===== src/ctr_pkg.sv =====
// Package: shared types and constants for the chunked transfer receiver.
`timescale 1ns / 1ps
package ctr_pkg;

  localparam int ChunkCountDefault = 20;
  localparam int ReadsPerChunk     = 3;

  typedef enum logic [2:0] {
    CMD_TICK  = 3'd0,
    CMD_PROBE = 3'd1,
    CMD_START = 3'd2,
    CMD_DATA  = 3'd3,
    CMD_END   = 3'd4,
    CMD_ABORT = 3'd5,
    CMD_RSV6  = 3'd6,
    CMD_RSV7  = 3'd7
  } cmd_t;

  typedef enum logic [1:0] {
    KIND_REPLY = 2'd0,
    KIND_READY = 2'd1,
    KIND_ACK   = 2'd2,
    KIND_READ  = 2'd3
  } kind_t;

  localparam logic [1:0] REG_OWN_ID   = 2'd0;
  localparam logic [1:0] REG_CONTACT  = 2'd1;
  localparam logic [1:0] REG_IDLE     = 2'd2;
  localparam logic [1:0] REG_INTERVAL = 2'd3;

  // One queued job from the front part to the back part.
  typedef struct packed {
    logic        has_sig;   // reply, ready or ack to send
    kind_t       kind;
    logic [15:0] seq;
    logic [15:0] sess;
    logic [7:0]  chk;
    logic        dump;      // dump all readings after the signal word
    logic        peer;
    logic        act;
  } job_t;

  typedef enum logic [1:0] {
    BK_IDLE = 2'd0,
    BK_SIG  = 2'd1,
    BK_RD   = 2'd2,
    BK_DUMP = 2'd3
  } bk_state_t;

endpackage


===== src/ctr_front.sv =====
// Front part: decodes words, keeps session state, writes stores, queues jobs.
`timescale 1ns / 1ps
module ctr_front
  import ctr_pkg::*;
#(
  parameter int CHUNK_COUNT = ChunkCountDefault,
  parameter int AW          = 6
) (
  input  logic          clk,
  input  logic          rst_n,
  input  logic          cfg_we,
  input  logic [1:0]    cfg_sel,
  input  logic          cfg_hit,
  input  logic [15:0]   cfg_wdata,
  input  logic          acc,
  input  logic [2:0]    cmd,
  input  logic [15:0]   src_id,
  input  logic [15:0]   probe_seq,
  input  logic [15:0]   sess_in,
  input  logic [7:0]    chunk,
  input  logic [7:0]    chunk_total,
  input  logic [47:0]   lights,
  input  logic [47:0]   motions,
  output logic          job_push,
  output job_t          job,
  output logic          st_we,
  output logic [AW-1:0] st_wa,
  output logic [31:0]   st_wd
);

  logic [15:0] own_r;
  logic [7:0]  cto_r, ito_r, sint_r;
  logic [15:0] peer_r, sess_r;
  logic        seen_r, open_r, fcw_r, arv_r, done_r;
  logic [4:0]  arc_r;
  logic [7:0]  rsc_r;
  logic [CHUNK_COUNT-1:0] map_r;
  logic [7:0]  tp_r, ta_r, ts_r;
  // Pending store write lanes of an accepted new chunk.
  logic [1:0]  wcnt_r;
  logic [AW-1:0] wbase_r;
  logic [47:0] wl_r, wm_r;

  logic [7:0] tp, ta, ts, tick_ts;
  logic ok_data, newchk, dump_due, probe_ok, start_ok, push_want;
  logic tick_sig, tick_open, tick_seen, tick_drop;
  logic [CHUNK_COUNT-1:0] map_nxt;

  always_comb begin
    tp = (tp_r == 8'hFF) ? tp_r : tp_r + 8'd1;
    ta = (ta_r == 8'hFF) ? ta_r : ta_r + 8'd1;
    ts = (ts_r == 8'hFF) ? ts_r : ts_r + 8'd1;
    ok_data = (src_id == peer_r) && (sess_in == sess_r) &&
              (chunk_total == 8'(CHUNK_COUNT)) && (chunk < 8'(CHUNK_COUNT));
    newchk = ok_data && !map_r[chunk[4:0]];
    map_nxt = map_r;
    map_nxt[chunk[4:0]] = 1'b1;
    dump_due = !done_r && (&map_nxt);
    probe_ok = (src_id != own_r) && (src_id == peer_r || peer_r == 16'd0);
    start_ok = (src_id == peer_r || peer_r == 16'd0) &&
               (chunk_total == 8'(CHUNK_COUNT));
    // A tick may repeat a signal word and then still drop the session.
    tick_sig = open_r && (ts >= sint_r) && (fcw_r || arv_r);
    tick_drop = open_r && (ta > ito_r);
    tick_ts = tick_sig ? 8'd0 : ts;
    tick_open = open_r;
    tick_seen = seen_r;
    if (seen_r && !open_r && tp > cto_r) tick_seen = 1'b0;
    if (tick_drop) begin
      tick_open = 1'b0;
      tick_seen = 1'b0;
      tick_ts = 8'hFF;
    end
    unique case (cmd_t'(cmd))
      CMD_TICK:  push_want = tick_sig;
      CMD_PROBE: push_want = probe_ok;
      CMD_START: push_want = start_ok;
      CMD_DATA:  push_want = ok_data;
      default:   push_want = 1'b0;
    endcase
  end

  always_ff @(posedge clk) begin
    if (!rst_n) begin
      own_r <= '0; cto_r <= 8'd30; ito_r <= 8'd80; sint_r <= 8'd1;
      peer_r <= '0; sess_r <= '0; seen_r <= 1'b0; open_r <= 1'b0;
      fcw_r <= 1'b0; arv_r <= 1'b0; done_r <= 1'b0; arc_r <= '0;
      rsc_r <= '0; map_r <= '0; tp_r <= '0; ta_r <= '0; ts_r <= 8'hFF;
      job_push <= 1'b0; wcnt_r <= '0;
    end else begin
      job_push <= acc && push_want;
      if (acc && cmd_t'(cmd) == CMD_DATA && newchk) begin
        wcnt_r <= 2'd3;
        wbase_r <= AW'(chunk) * AW'(ReadsPerChunk);
        wl_r <= lights; wm_r <= motions;
      end else if (wcnt_r != 2'd0) begin
        wcnt_r  <= wcnt_r - 2'd1;
        wl_r    <= wl_r >> 16;
        wm_r    <= wm_r >> 16;
        wbase_r <= wbase_r + AW'(1);
      end
      if (cfg_we && cfg_hit) begin
        unique case (cfg_sel)
          REG_OWN_ID:   own_r  <= cfg_wdata;
          REG_CONTACT:  cto_r  <= cfg_wdata[7:0];
          REG_IDLE:     ito_r  <= cfg_wdata[7:0];
          REG_INTERVAL: sint_r <= cfg_wdata[7:0];
          default: ;
        endcase
      end
      if (acc) begin
        unique case (cmd_t'(cmd))
          CMD_TICK: begin
            tp_r <= tp; ta_r <= ta; ts_r <= tick_ts;
            open_r <= tick_open; seen_r <= tick_seen;
            if (tick_drop) begin
              fcw_r <= 1'b0; arv_r <= 1'b0; sess_r <= '0;
            end
            job <= '{has_sig: tick_sig, kind: fcw_r ? KIND_READY : KIND_ACK,
                     seq: '0, sess: sess_r,
                     chk: fcw_r ? rsc_r : {3'b0, arc_r}, dump: 1'b0,
                     peer: tick_seen, act: tick_open};
          end
          CMD_PROBE: begin
            if (probe_ok) begin
              if (peer_r == 16'd0) peer_r <= src_id;
              if (!open_r) seen_r <= 1'b1;
              tp_r <= '0;
              job <= '{has_sig: 1'b1, kind: KIND_REPLY, seq: probe_seq,
                       sess: '0, chk: '0, dump: 1'b0,
                       peer: open_r ? seen_r : 1'b1, act: open_r};
            end
          end
          CMD_START: begin
            if (peer_r == 16'd0) peer_r <= src_id;
            if (start_ok) begin
              seen_r <= 1'b1; open_r <= 1'b1; sess_r <= sess_in;
              rsc_r <= chunk; fcw_r <= 1'b1; arv_r <= 1'b0;
              ta_r <= '0; ts_r <= '0;
              job <= '{has_sig: 1'b1, kind: KIND_READY, seq: '0,
                       sess: sess_in, chk: chunk, dump: 1'b0,
                       peer: 1'b1, act: 1'b1};
            end
          end
          CMD_DATA: begin
            if (ok_data) begin
              fcw_r <= 1'b0; open_r <= 1'b1; ta_r <= '0; arv_r <= 1'b1;
              arc_r <= chunk[4:0]; ts_r <= '0;
              if (newchk) map_r <= map_nxt;
              if (dump_due) done_r <= 1'b1;
              job <= '{has_sig: 1'b1, kind: KIND_ACK, seq: '0,
                       sess: sess_r, chk: chunk, dump: dump_due,
                       peer: seen_r, act: 1'b1};
            end
          end
          CMD_END, CMD_ABORT: begin
            if (src_id == peer_r && sess_in == sess_r) begin
              open_r <= 1'b0; fcw_r <= 1'b0; arv_r <= 1'b0;
              sess_r <= '0; ts_r <= 8'hFF; seen_r <= 1'b0;
            end
          end
          default: ;
        endcase
      end
    end
  end

  assign st_we = (wcnt_r != 2'd0);
  assign st_wa = wbase_r;
  assign st_wd = {wl_r[15:0], wm_r[15:0]};

endmodule


===== src/ctr_back.sv =====
// Back part: job queue, reading store, and result word sequencer.
`timescale 1ns / 1ps
module ctr_back
  import ctr_pkg::*;
#(
  parameter int RD_TOTAL = ChunkCountDefault * ReadsPerChunk,
  parameter int AW       = 6
) (
  input  logic          clk,
  input  logic          rst_n,
  input  logic          job_push,
  input  job_t          job,
  output logic          q_full,
  input  logic          st_we,
  input  logic [AW-1:0] st_wa,
  input  logic [31:0]   st_wd,
  output logic          out_empty,
  input  logic          out_pop,
  output logic [1:0]    out_kind,
  output logic [15:0]   out_reply_seq,
  output logic [15:0]   out_out_session,
  output logic [7:0]    out_out_chunk,
  output logic [5:0]    out_reading_index,
  output logic [15:0]   out_light_value,
  output logic [15:0]   out_motion_value,
  output logic          out_last,
  output logic          out_peer_up,
  output logic          out_session_active
);

  logic [31:0] mem [RD_TOTAL];
  logic [31:0] rd_r;

  // Two-entry job queue.
  job_t q_r [2];
  logic [1:0] cnt_r;
  logic wp_r, rp_r;
  logic take;

  bk_state_t st_r, st_nxt;
  job_t cur_r;
  logic [AW-1:0] idx_r;
  logic ovalid_r;

  assign q_full = (cnt_r != 2'd0);  // a waiting job holds off the next word
  assign out_empty = !ovalid_r;

  always_ff @(posedge clk) begin
    if (st_we) mem[st_wa] <= st_wd;
    rd_r <= mem[idx_r];
  end

  always_comb begin
    take = (st_r == BK_IDLE) && (cnt_r != 2'd0) && !ovalid_r;
  end

  always_comb begin
    st_nxt = st_r;
    unique case (st_r)
      BK_IDLE: if (take) st_nxt = BK_SIG;
      BK_SIG: if (!ovalid_r) st_nxt = cur_r.dump ? BK_RD : BK_IDLE;
      BK_RD:  st_nxt = BK_DUMP;
      BK_DUMP: if (!ovalid_r)
        st_nxt = (idx_r == AW'(RD_TOTAL - 1)) ? BK_IDLE : BK_RD;
      default: st_nxt = BK_IDLE;
    endcase
  end

  always_ff @(posedge clk) begin
    if (!rst_n) begin
      st_r <= BK_IDLE; cnt_r <= '0; wp_r <= 1'b0; rp_r <= 1'b0;
      ovalid_r <= 1'b0; idx_r <= '0;
    end else begin
      st_r <= st_nxt;
      if (job_push) begin
        q_r[wp_r] <= job;
        wp_r <= ~wp_r;
      end
      cnt_r <= cnt_r + {1'b0, job_push} - {1'b0, take};
      if (take) begin
        cur_r <= q_r[rp_r];
        rp_r <= ~rp_r;
        idx_r <= '0;
      end
      if (ovalid_r && out_pop) ovalid_r <= 1'b0;
      unique case (st_r)
        BK_SIG: if (!ovalid_r) begin
          if (cur_r.has_sig) ovalid_r <= 1'b1;
          out_kind <= cur_r.kind; out_reply_seq <= cur_r.seq;
          out_out_session <= cur_r.sess; out_out_chunk <= cur_r.chk;
          out_reading_index <= '0; out_light_value <= '0; out_motion_value <= '0;
          out_last <= !cur_r.dump;
          out_peer_up <= cur_r.peer; out_session_active <= cur_r.act;
        end
        BK_DUMP: if (!ovalid_r) begin
          ovalid_r <= 1'b1;
          out_kind <= KIND_READ; out_reply_seq <= '0; out_out_session <= '0;
          out_out_chunk <= '0; out_reading_index <= 6'(idx_r);
          out_light_value <= rd_r[31:16]; out_motion_value <= rd_r[15:0];
          out_last <= (idx_r == AW'(RD_TOTAL - 1));
          idx_r <= idx_r + AW'(1);
        end
        default: ;
      endcase
    end
  end

endmodule


===== src/chunked_transfer_receiver_unit.sv =====
// Top level of the chunked transfer receiver.
//   channel | direction | handshake        | payload
//   in      | input     | push / full      | cmd, ids, chunk, six readings
//   out     | output    | pop / empty      | kind .. session_active
//   cfg     | input     | we, idx, wdata   | four registers
// The front part registers the job of each word it takes; the back part
// queues the job, picks it up and registers its first result word. A word
// that queues a job holds off the next one until the back part has picked
// the job up, and no two words are taken back to back. A dump reads each
// reading from the store, then outputs it. Reset is synchronous and clears
// all control state; the reading store is not cleared. A stalled output
// stalls the back part, the queued job then waits and the input stays full.
`timescale 1ns / 1ps
module chunked_transfer_receiver_unit
  import ctr_pkg::*;
#(
  parameter int CHUNK_COUNT = ChunkCountDefault
) (
  input  logic        clk,
  input  logic        rst_n,
  input  logic        cfg_we,
  input  logic [2:0]  cfg_idx,
  input  logic [15:0] cfg_wdata,
  input  logic        in_push,
  output logic        in_full,
  input  logic [2:0]  in_cmd,
  input  logic [15:0] in_src_id,
  input  logic [15:0] in_probe_seq,
  input  logic [15:0] in_sess,
  input  logic [7:0]  in_chunk,
  input  logic [7:0]  in_chunk_total,
  input  logic [15:0] in_light_0,
  input  logic [15:0] in_light_1,
  input  logic [15:0] in_light_2,
  input  logic [15:0] in_motion_0,
  input  logic [15:0] in_motion_1,
  input  logic [15:0] in_motion_2,
  output logic        out_empty,
  input  logic        out_pop,
  output logic [1:0]  out_kind,
  output logic [15:0] out_reply_seq,
  output logic [15:0] out_out_session,
  output logic [7:0]  out_out_chunk,
  output logic [5:0]  out_reading_index,
  output logic [15:0] out_light_value,
  output logic [15:0] out_motion_value,
  output logic        out_last,
  output logic        out_peer_up,
  output logic        out_session_active
);

  localparam int RdTotal = CHUNK_COUNT * ReadsPerChunk;
  localparam int Aw = $clog2(RdTotal);

  logic job_push, q_full, st_we, busy_r;
  job_t job;
  logic [Aw-1:0] st_wa;
  logic [31:0] st_wd;
  logic acc;

  // Hold input in the cycle after each word so the queue state is settled.
  assign in_full = q_full || job_push || busy_r;
  assign acc = in_push && !in_full;

  always_ff @(posedge clk) begin
    if (!rst_n) busy_r <= 1'b0;
    else        busy_r <= acc;
  end

  ctr_front #(.CHUNK_COUNT(CHUNK_COUNT), .AW(Aw)) u_front (
    .clk, .rst_n, .cfg_we, .cfg_sel(cfg_idx[1:0]), .cfg_hit(!cfg_idx[2]),
    .cfg_wdata, .acc, .cmd(in_cmd), .src_id(in_src_id),
    .probe_seq(in_probe_seq), .sess_in(in_sess), .chunk(in_chunk),
    .chunk_total(in_chunk_total),
    .lights({in_light_2, in_light_1, in_light_0}),
    .motions({in_motion_2, in_motion_1, in_motion_0}),
    .job_push, .job, .st_we, .st_wa, .st_wd
  );

  ctr_back #(.RD_TOTAL(RdTotal), .AW(Aw)) u_back (
    .clk, .rst_n, .job_push, .job, .q_full, .st_we, .st_wa, .st_wd,
    .out_empty, .out_pop, .out_kind, .out_reply_seq, .out_out_session,
    .out_out_chunk, .out_reading_index, .out_light_value, .out_motion_value,
    .out_last, .out_peer_up, .out_session_active
  );

endmodule


===== config.mk =====
export PLATFORM = sky130hd
export DESIGN_NAME = chunked_transfer_receiver_unit
export DESIGN_NICKNAME = d
export VERILOG_FILES = /design/src/ctr_pkg.sv /design/src/ctr_front.sv /design/src/ctr_back.sv /design/src/chunked_transfer_receiver_unit.sv
export SDC_FILE = /design/constraint.sdc
export NUM_CORES = 2
export LEC_CHECK = 0
export BUFFER_PORTS_ARGS = -buffer_cell sky130_fd_sc_hd__buf_2
export CORE_MARGIN = 2
export CORE_UTILIZATION = 29
export DETAILED_ROUTE_END_ITERATION = 7
export PLACE_DENSITY = 0.51
export RECOVER_POWER = 100
export SYNTH_ARGS = -nofsm -noshare
export SYNTH_HDL_FRONTEND = slang
export SYNTH_SLANG_ARGS = --single-unit

===== constraint.sdc =====
create_clock -name clk -period 24.2 [get_ports clk]
set_clock_uncertainty 0.2 [all_clocks]
set_input_delay 4.84 -clock clk [delete_from_list [all_inputs] [get_ports clk]]
set_output_delay 4.84 -clock clk [all_outputs]
set_load 0.01 [all_outputs]

Yosys cells after proc, flatten, opt, wreduce, memory -nomap -nowiden
Memories as Yosys holds them, arrays and structs flattened. A register that Yosys moved wholly into a read port is not among the register bits.
Index checks and enable logic that the tools add are counted.
{"block": "totals", "register_bits": 382, "latch_bits": 0, "mem_bits_rw": 2012, "romBits": 0, "input_bits": 187, "out_inout_bits": 85, "word_cells": 258, "mem_count": 2}
{"memory": "u_back.mem", "depth": 60, "width": 32, "read_ports": 1, "rd_ports_with_merged_regs": 1, "wr": 1, "line": "ctr_back.sv:31", "rtl": "logic [31:0] mem [RD_TOTAL];"}
{"memory": "u_back.q_r", "depth": 2, "width": 46, "read_ports": 1, "rd_ports_with_merged_regs": 1, "wr": 1, "line": "ctr_back.sv:35", "rtl": "job_t q_r [2];"}
{"block": "classes", "addsub": 8, "multipliers": 1, "div": 0, "n_lt_le_gt_ge": 6, "eq_ne": 27, "n_shift": 0, "n_mux": 93, "bitwise_logic": 4, "n_reduce_logical": 70}
{"cell": "$mux W48", "n": 4}
{"cell": "$pmux W46 S4", "n": 1}
{"cell": "$mux W16", "n": 10}
{"cell": "$pmux W16 S2", "n": 5}
{"cell": "$mux W46", "n": 3}
{"cell": "$mux W8", "n": 12}
{"cell": "$pmux W16 S3", "n": 1}
{"cell": "$mux W6", "n": 7}
{"cell": "$eq A16 B16 Y1", "n": 2}
{"cell": "$pmux W8 S2", "n": 2}
{"cell": "$pmux W8 S4", "n": 1}
{"cell": "$add A8 B1 Y8 const B", "n": 3}
{"cell": "$eq A8 B8 Y1 const B", "n": 3}
{"cell": "$mux W1", "n": 24}
{"cell": "$pmux W8 S3", "n": 1}
{"cell": "$logic_and A1 B1 Y1", "n": 21}
{"cell": "$mux W2", "n": 10}
{"cell": "$or A20 B20 Y20", "n": 1}
{"cell": "$pmux W1 S4", "n": 5}
{"cell": "$reduce_and A20 Y1", "n": 1}
{"cell": "$reduce_and A3 Y1", "n": 6}
{"cell": "$gt A8 B8 Y1", "n": 2}
{"cell": "$logic_not A16 Y1", "n": 1}
{"cell": "$ne A16 B16 Y1", "n": 1}
{"cell": "other kinds (37)", "n": 82}

Depth between registers and ports, before layout
{"block": "logic_depth", "word_depth": 9, "mapped_depth": 14, "depth_no_buf": 14}

Cells and area by module
A second synthesis with hierarchy kept.
{"block": "unflattened", "hier_cells": 5440, "hier_area_um2": 96945.5}
{"module": "ctr_back", "n_inst": 1, "cells_each": 4139, "area_each_um2": 82852.0, "seq_area_each_um2": 65192.5}
{"module": "ctr_front", "n_inst": 1, "cells_each": 1295, "area_each_um2": 14042.2, "seq_area_each_um2": 7186.9}
{"module": "chunked_transfer_receiver_unit", "n_inst": 1, "cells_each": 6, "area_each_um2": 51.3, "seq_area_each_um2": 20.0}

Least setup slack after synthesis
OpenSTA, ideal clock, no wires.
{"block": "synth_timing", "kind": "input to register", "start": "input port in_src_id[6]", "end": "register, netlist name u_front.job[0]", "setup_time_ns": 0.697, "t_arrival_ns": 13.295, "required_ns": 23.303, "setup_slack_ns": 10.008, "stages": 6, "path_buffers": 0, "path_cell_list": "xnor2_1 -> nand4_1 -> nor4_4 -> o21ai_0 -> and3_1 -> a2111oi_0"}
{"block": "synth_via", "elab_chain_len": 6, "word_cells_on_any_way": 12, "classes_between": "eq/ne: 5; reduce/logical: 7"}
{"item": "start: declaration", "line": "chunked_transfer_receiver_unit.sv:27", "rtl": "input logic [15:0] in_src_id,"}
{"item": "$eq A16 B16 Y1", "line": "ctr_front.sv:53, ctr_front.sv:59, ctr_front.sv:60"}
{"item": "$logic_and A1 B1 Y1 (2 in series)", "line": "ctr_front.sv:53", "rtl": "ok_data = (src_id == peer_r) && (sess_in == sess_r) &&"}
{"item": "$logic_and A1 B1 Y1", "line": "ctr_front.sv:54", "rtl": "(chunk_total == 8'(CHUNK_COUNT)) && (chunk < 8'(CHUNK_COUNT));"}
{"item": "$ne A2 B1 Y1 (no line)"}
{"item": "$reduce_and A6 Y1 (no line) (*)"}
Every way passes the cells marked *; elsewhere a longest branch is shown, timed or not.
A chain may end at the register's enable or synchronous reset.

==> flow_summary_export.csv <==
group,metric,value,unit
worst_setup_path,crit_fanout,41,
worst_setup_path,crit_chain,"clkbuf_1 -> clkbuf_1 -> clkbuf_1 -> buf_4 -> buf_4 -> mux4_2 -> mux4_2 -> mux4_2",
clock_network,clkLatencyLatePin,0.83,ns
clock_network,cts_sinks,2472,
die,die_x,578,um
synthesis,synth-edff-count,2289,
drt,wl,240000,um
clock_network,cts_buffer_depth,4,
hold_path,holdCritPathClass,"register to register",
die,dieHeight,578,um
global_routing,grt_use_total,0.141,
sta,relSlewSlack,-1.65,
worst_setup_path,critPathLaunchType,"register",
sta,finalSetupViolCount,0,
clock_network,cts_resized,0,
worst_setup_path,cp-end-kind,"register",
synthesis,ys.warnings.count,0,
die,io_pins,272,
place,port_buffers,271,
drt,vias,46100,
power,power_density,87.9,mW/mm^2
synthesis,synth.largest_area_cell,"edfxtp_1",
power,irDropWorstVdd,53.3,uV
worst_setup_path,regToRegSetupSlack,10.71,ns
status,status,"complete, but fails checks",
global_routing,grt_antenna_before_repair,37,
clock_network,cts_tree,"built",
die,die_area,0.335,sq mm
final_layout,drive_above_1_share,0.260,
sta,post-route-min-period,13.49,ns
worst_setup_path,crit_type,"register to register",
synthesis,async_reset_ff_frac,0,
clock_network,clockRootBuffer,"clkbuf_16",
sta,worst_slack,10.71,ns
sta,fin_crit_sh,0.557,
worst_setup_path,cp_slowest_stage_delay,2.49,ns
synthesis,syn_area,0.0957,sq mm
global_routing,grt_pass1_wl,343000,um
global_routing,overflow,0,
place,dp_slack,15.09,ns
drt,remaining_drc_errors,0,
synthesis,synth_nets,4835,
sta,fin_worst_hold_slack,0.211,ns
final_layout,final_core_util,0.337,
global_routing,grt_max_degree,91,
drt,avgViaCountPerCell,4.81,
worst_setup_path,cp_data_required_time,24.69,ns
synthesis,netlist_top_cells_area,"edfxtp_1 (72%), mux4_2 (14%), dfxtp_1 (3.8%)",
sta,tns,0,ns
sta,finalHoldViolations,0,
final_layout,syn2layout_area_growth,15.6,%
final_layout,fin_nets,5268,
drt,ant_nets,0,
synthesis,ys_types,64,
synthesis,ys.flop_type,"edfxtp_1",
die,initial_core_util,0.292,
sta,rsz0062_at_grt,"no",
die,rows,210,
run,drv_cap,115,
synthesis,yosysTopAreaCellShare,0.718,
drt,wl_per_cell,25.0,um
synthesis,synth_area_per_cell,20.8,sq um
final_layout,layout.cells.non_filler,9587,
power,cellLeakagePower,33.4,nW
drt,dr.pass1.iters,7,
clock_network,ctsHoldBuffers,0,
sta,maxSlewViolCount,4950,
global_routing,first_global_vias,47700,
status,violations,"capacitance limit, slew limit",
clock_network,cts_setup_buffers,0,
place,globalplace.congestion,0.820,
place,place_hpwl,138000,um
clock_network,cts_buffers,266,
synthesis,ys_ff_latch,2472,
sta,worst_pin_slew,3.98,ns
worst_setup_path,crit_arrival,13.98,ns
clock_network,clk_pin_slew_worst_paths,0.06,ns
die,core,0.328,sq mm
synthesis,ys_seq_area_frac,0.757,
clock_network,h-tree-depth,5,
drt,dr.first_iter.drc_count,3735,
place,dp_cells,9111,
sta,max_freq,74.1,MHz
worst_setup_path,slowest_stage,"clkbuf_1",
synthesis,synthCells,4600,
-- kinds of logic (layout without fill, tap and decap cells) --
logic type               after synthesis  after routing  share of synthesized area
flip-flops                          2472           2472                      0.757
multiplexers                         803            803                      0.166
AND/OR/NAND/NOR                      628            628                     0.0322
buffers and inverters                291            915                     0.0126
AO/OA/AOI/OAI                        289            289                     0.0200
XOR/XNOR                              69             69                    0.00632
adder cells (fa/ha/maj)               48             48                    0.00636
other                                  0             17                          0
-- area by class of cell --
| type | instances | area [sq um] |
|---|---|---|
| Multi-Input combinational cell | 1837 | 22500 |
| Tap cell | 4346 | 5440 |
| Sequential cell | 2472 | 72400 |
| Antenna cell | 17 | 42.5 |
| Timing Repair Buffer | 410 | 1880 |
| Fill cell | 30700 | 217000 |
| Clock buffer | 360 | 7220 |
| Clock inverter | 99 | 948 |
| Inverter | 46 | 173 |
-- synthesized netlist by cell type (all sizes together), types with 2 or more instances --
cell     number
a21oi        79
a31oi        10
clkbuf      164
nand3        64
nand2       195
o21ai        83
a32o         20
o21a          6
a2111oi       2
inv          46
edfxtp     2289
a211o         3
a21o         12
nor2        129
and3         62
o21bai        3
nor3         10
nor4b         3
xnor2        45
mux2        116
a32oi        11
or3b          2
or2           6
ha           47
nand4        24
a211oi        2
xor2         24
a41oi         3
nor2b        17
or3           4
o2111ai       2
a22o         33
o31ai         3
mux2i        74
and2         84
buf          81
mux4        613
nand3b        2
dfxtp       183
o211ai       13
and4          3
nor4         15
nand2b        6
-- critical path, delay by kind of cell, from the launching register on --
family,cells,cell delay (ns)
buffers and inverters,5,8.88
flip-flops,1,2.27
multiplexers,3,1.70
-- cell usage in the layout, fill, tap and decap left out, types with 20 or more instances in the layout --
cell / n
and3_1: 61
o21ai_0: 82
a32o_1: 20
and2_1: 33
mux2_2: 112
edfxtp_1: 2289
nor2_1: 79
nor2_4: 50
dfxtp_1: 176
buf_4: 26
a22o_1: 33
a21oi_1: 78
clkinv_1: 34
clkbuf_1: 277
clkbuf_16: 270
ha_1: 47
xor2_1: 24
and2_0: 51
mux2i_1: 74
clkinv_2: 26
nand3_1: 63
buf_2: 183
inv_1: 46
nand2_1: 195
xnor2_1: 45
nand4_1: 24
mux4_2: 613
-- metal layers --
layer	GRT usage	vias up	wire [um]
met1	0.185	24800	102000
met5	0	-	112
li1	-	19800	-
met4	0.0379	18	5580
met2	0.241	1129	121000
met3	0.0214	345	11100
-- path summary, 6_finish.rpt --
kind                    from                  to  depth (start not counted)
min reg2reg  u_back.cur_r[1]  u_back.out_peer_up                          0
min          u_back.cur_r[1]  u_back.out_peer_up                          0
max          u_back.idx_r[0]     u_back.rd_r[11]                          8
max reg2reg  u_back.idx_r[0]     u_back.rd_r[11]                          8
-- state kept, by name (all words and copies together), names as in the netlist, 16 cells and up --
register,flops
u_front.wl_r,48
u_back.cur_r,46
u_front.job,46
u_back.out_light_value,16
u_back.out_reply_seq,16
u_back.out_motion_value,16
u_front.wm_r,48
u_back.rd_r,32
u_back.out_out_session,16
u_front.map_r,20
u_back.q_r,92
u_front.own_r,16
u_front.sess_r,16
u_back.mem,1920
u_front.peer_r,16
-- stage by stage --
step                cell area [sq um]  power [mW]
floorplan                       95700        5.57
global placement               103000        5.89
CTS                            111000        9.83
global route                   111000        10.1
detailed placement             103000        5.92
finish                         111000        9.72
-- power by group --
part           total [mW]  switching [mW]  internal, mW
clock                3.88            1.63          2.25
sequential           5.12          0.0557          5.07
combinational       0.713           0.537         0.176
total                9.72            2.22          7.50
Note: power is estimated with default switching activity, not from simulation.
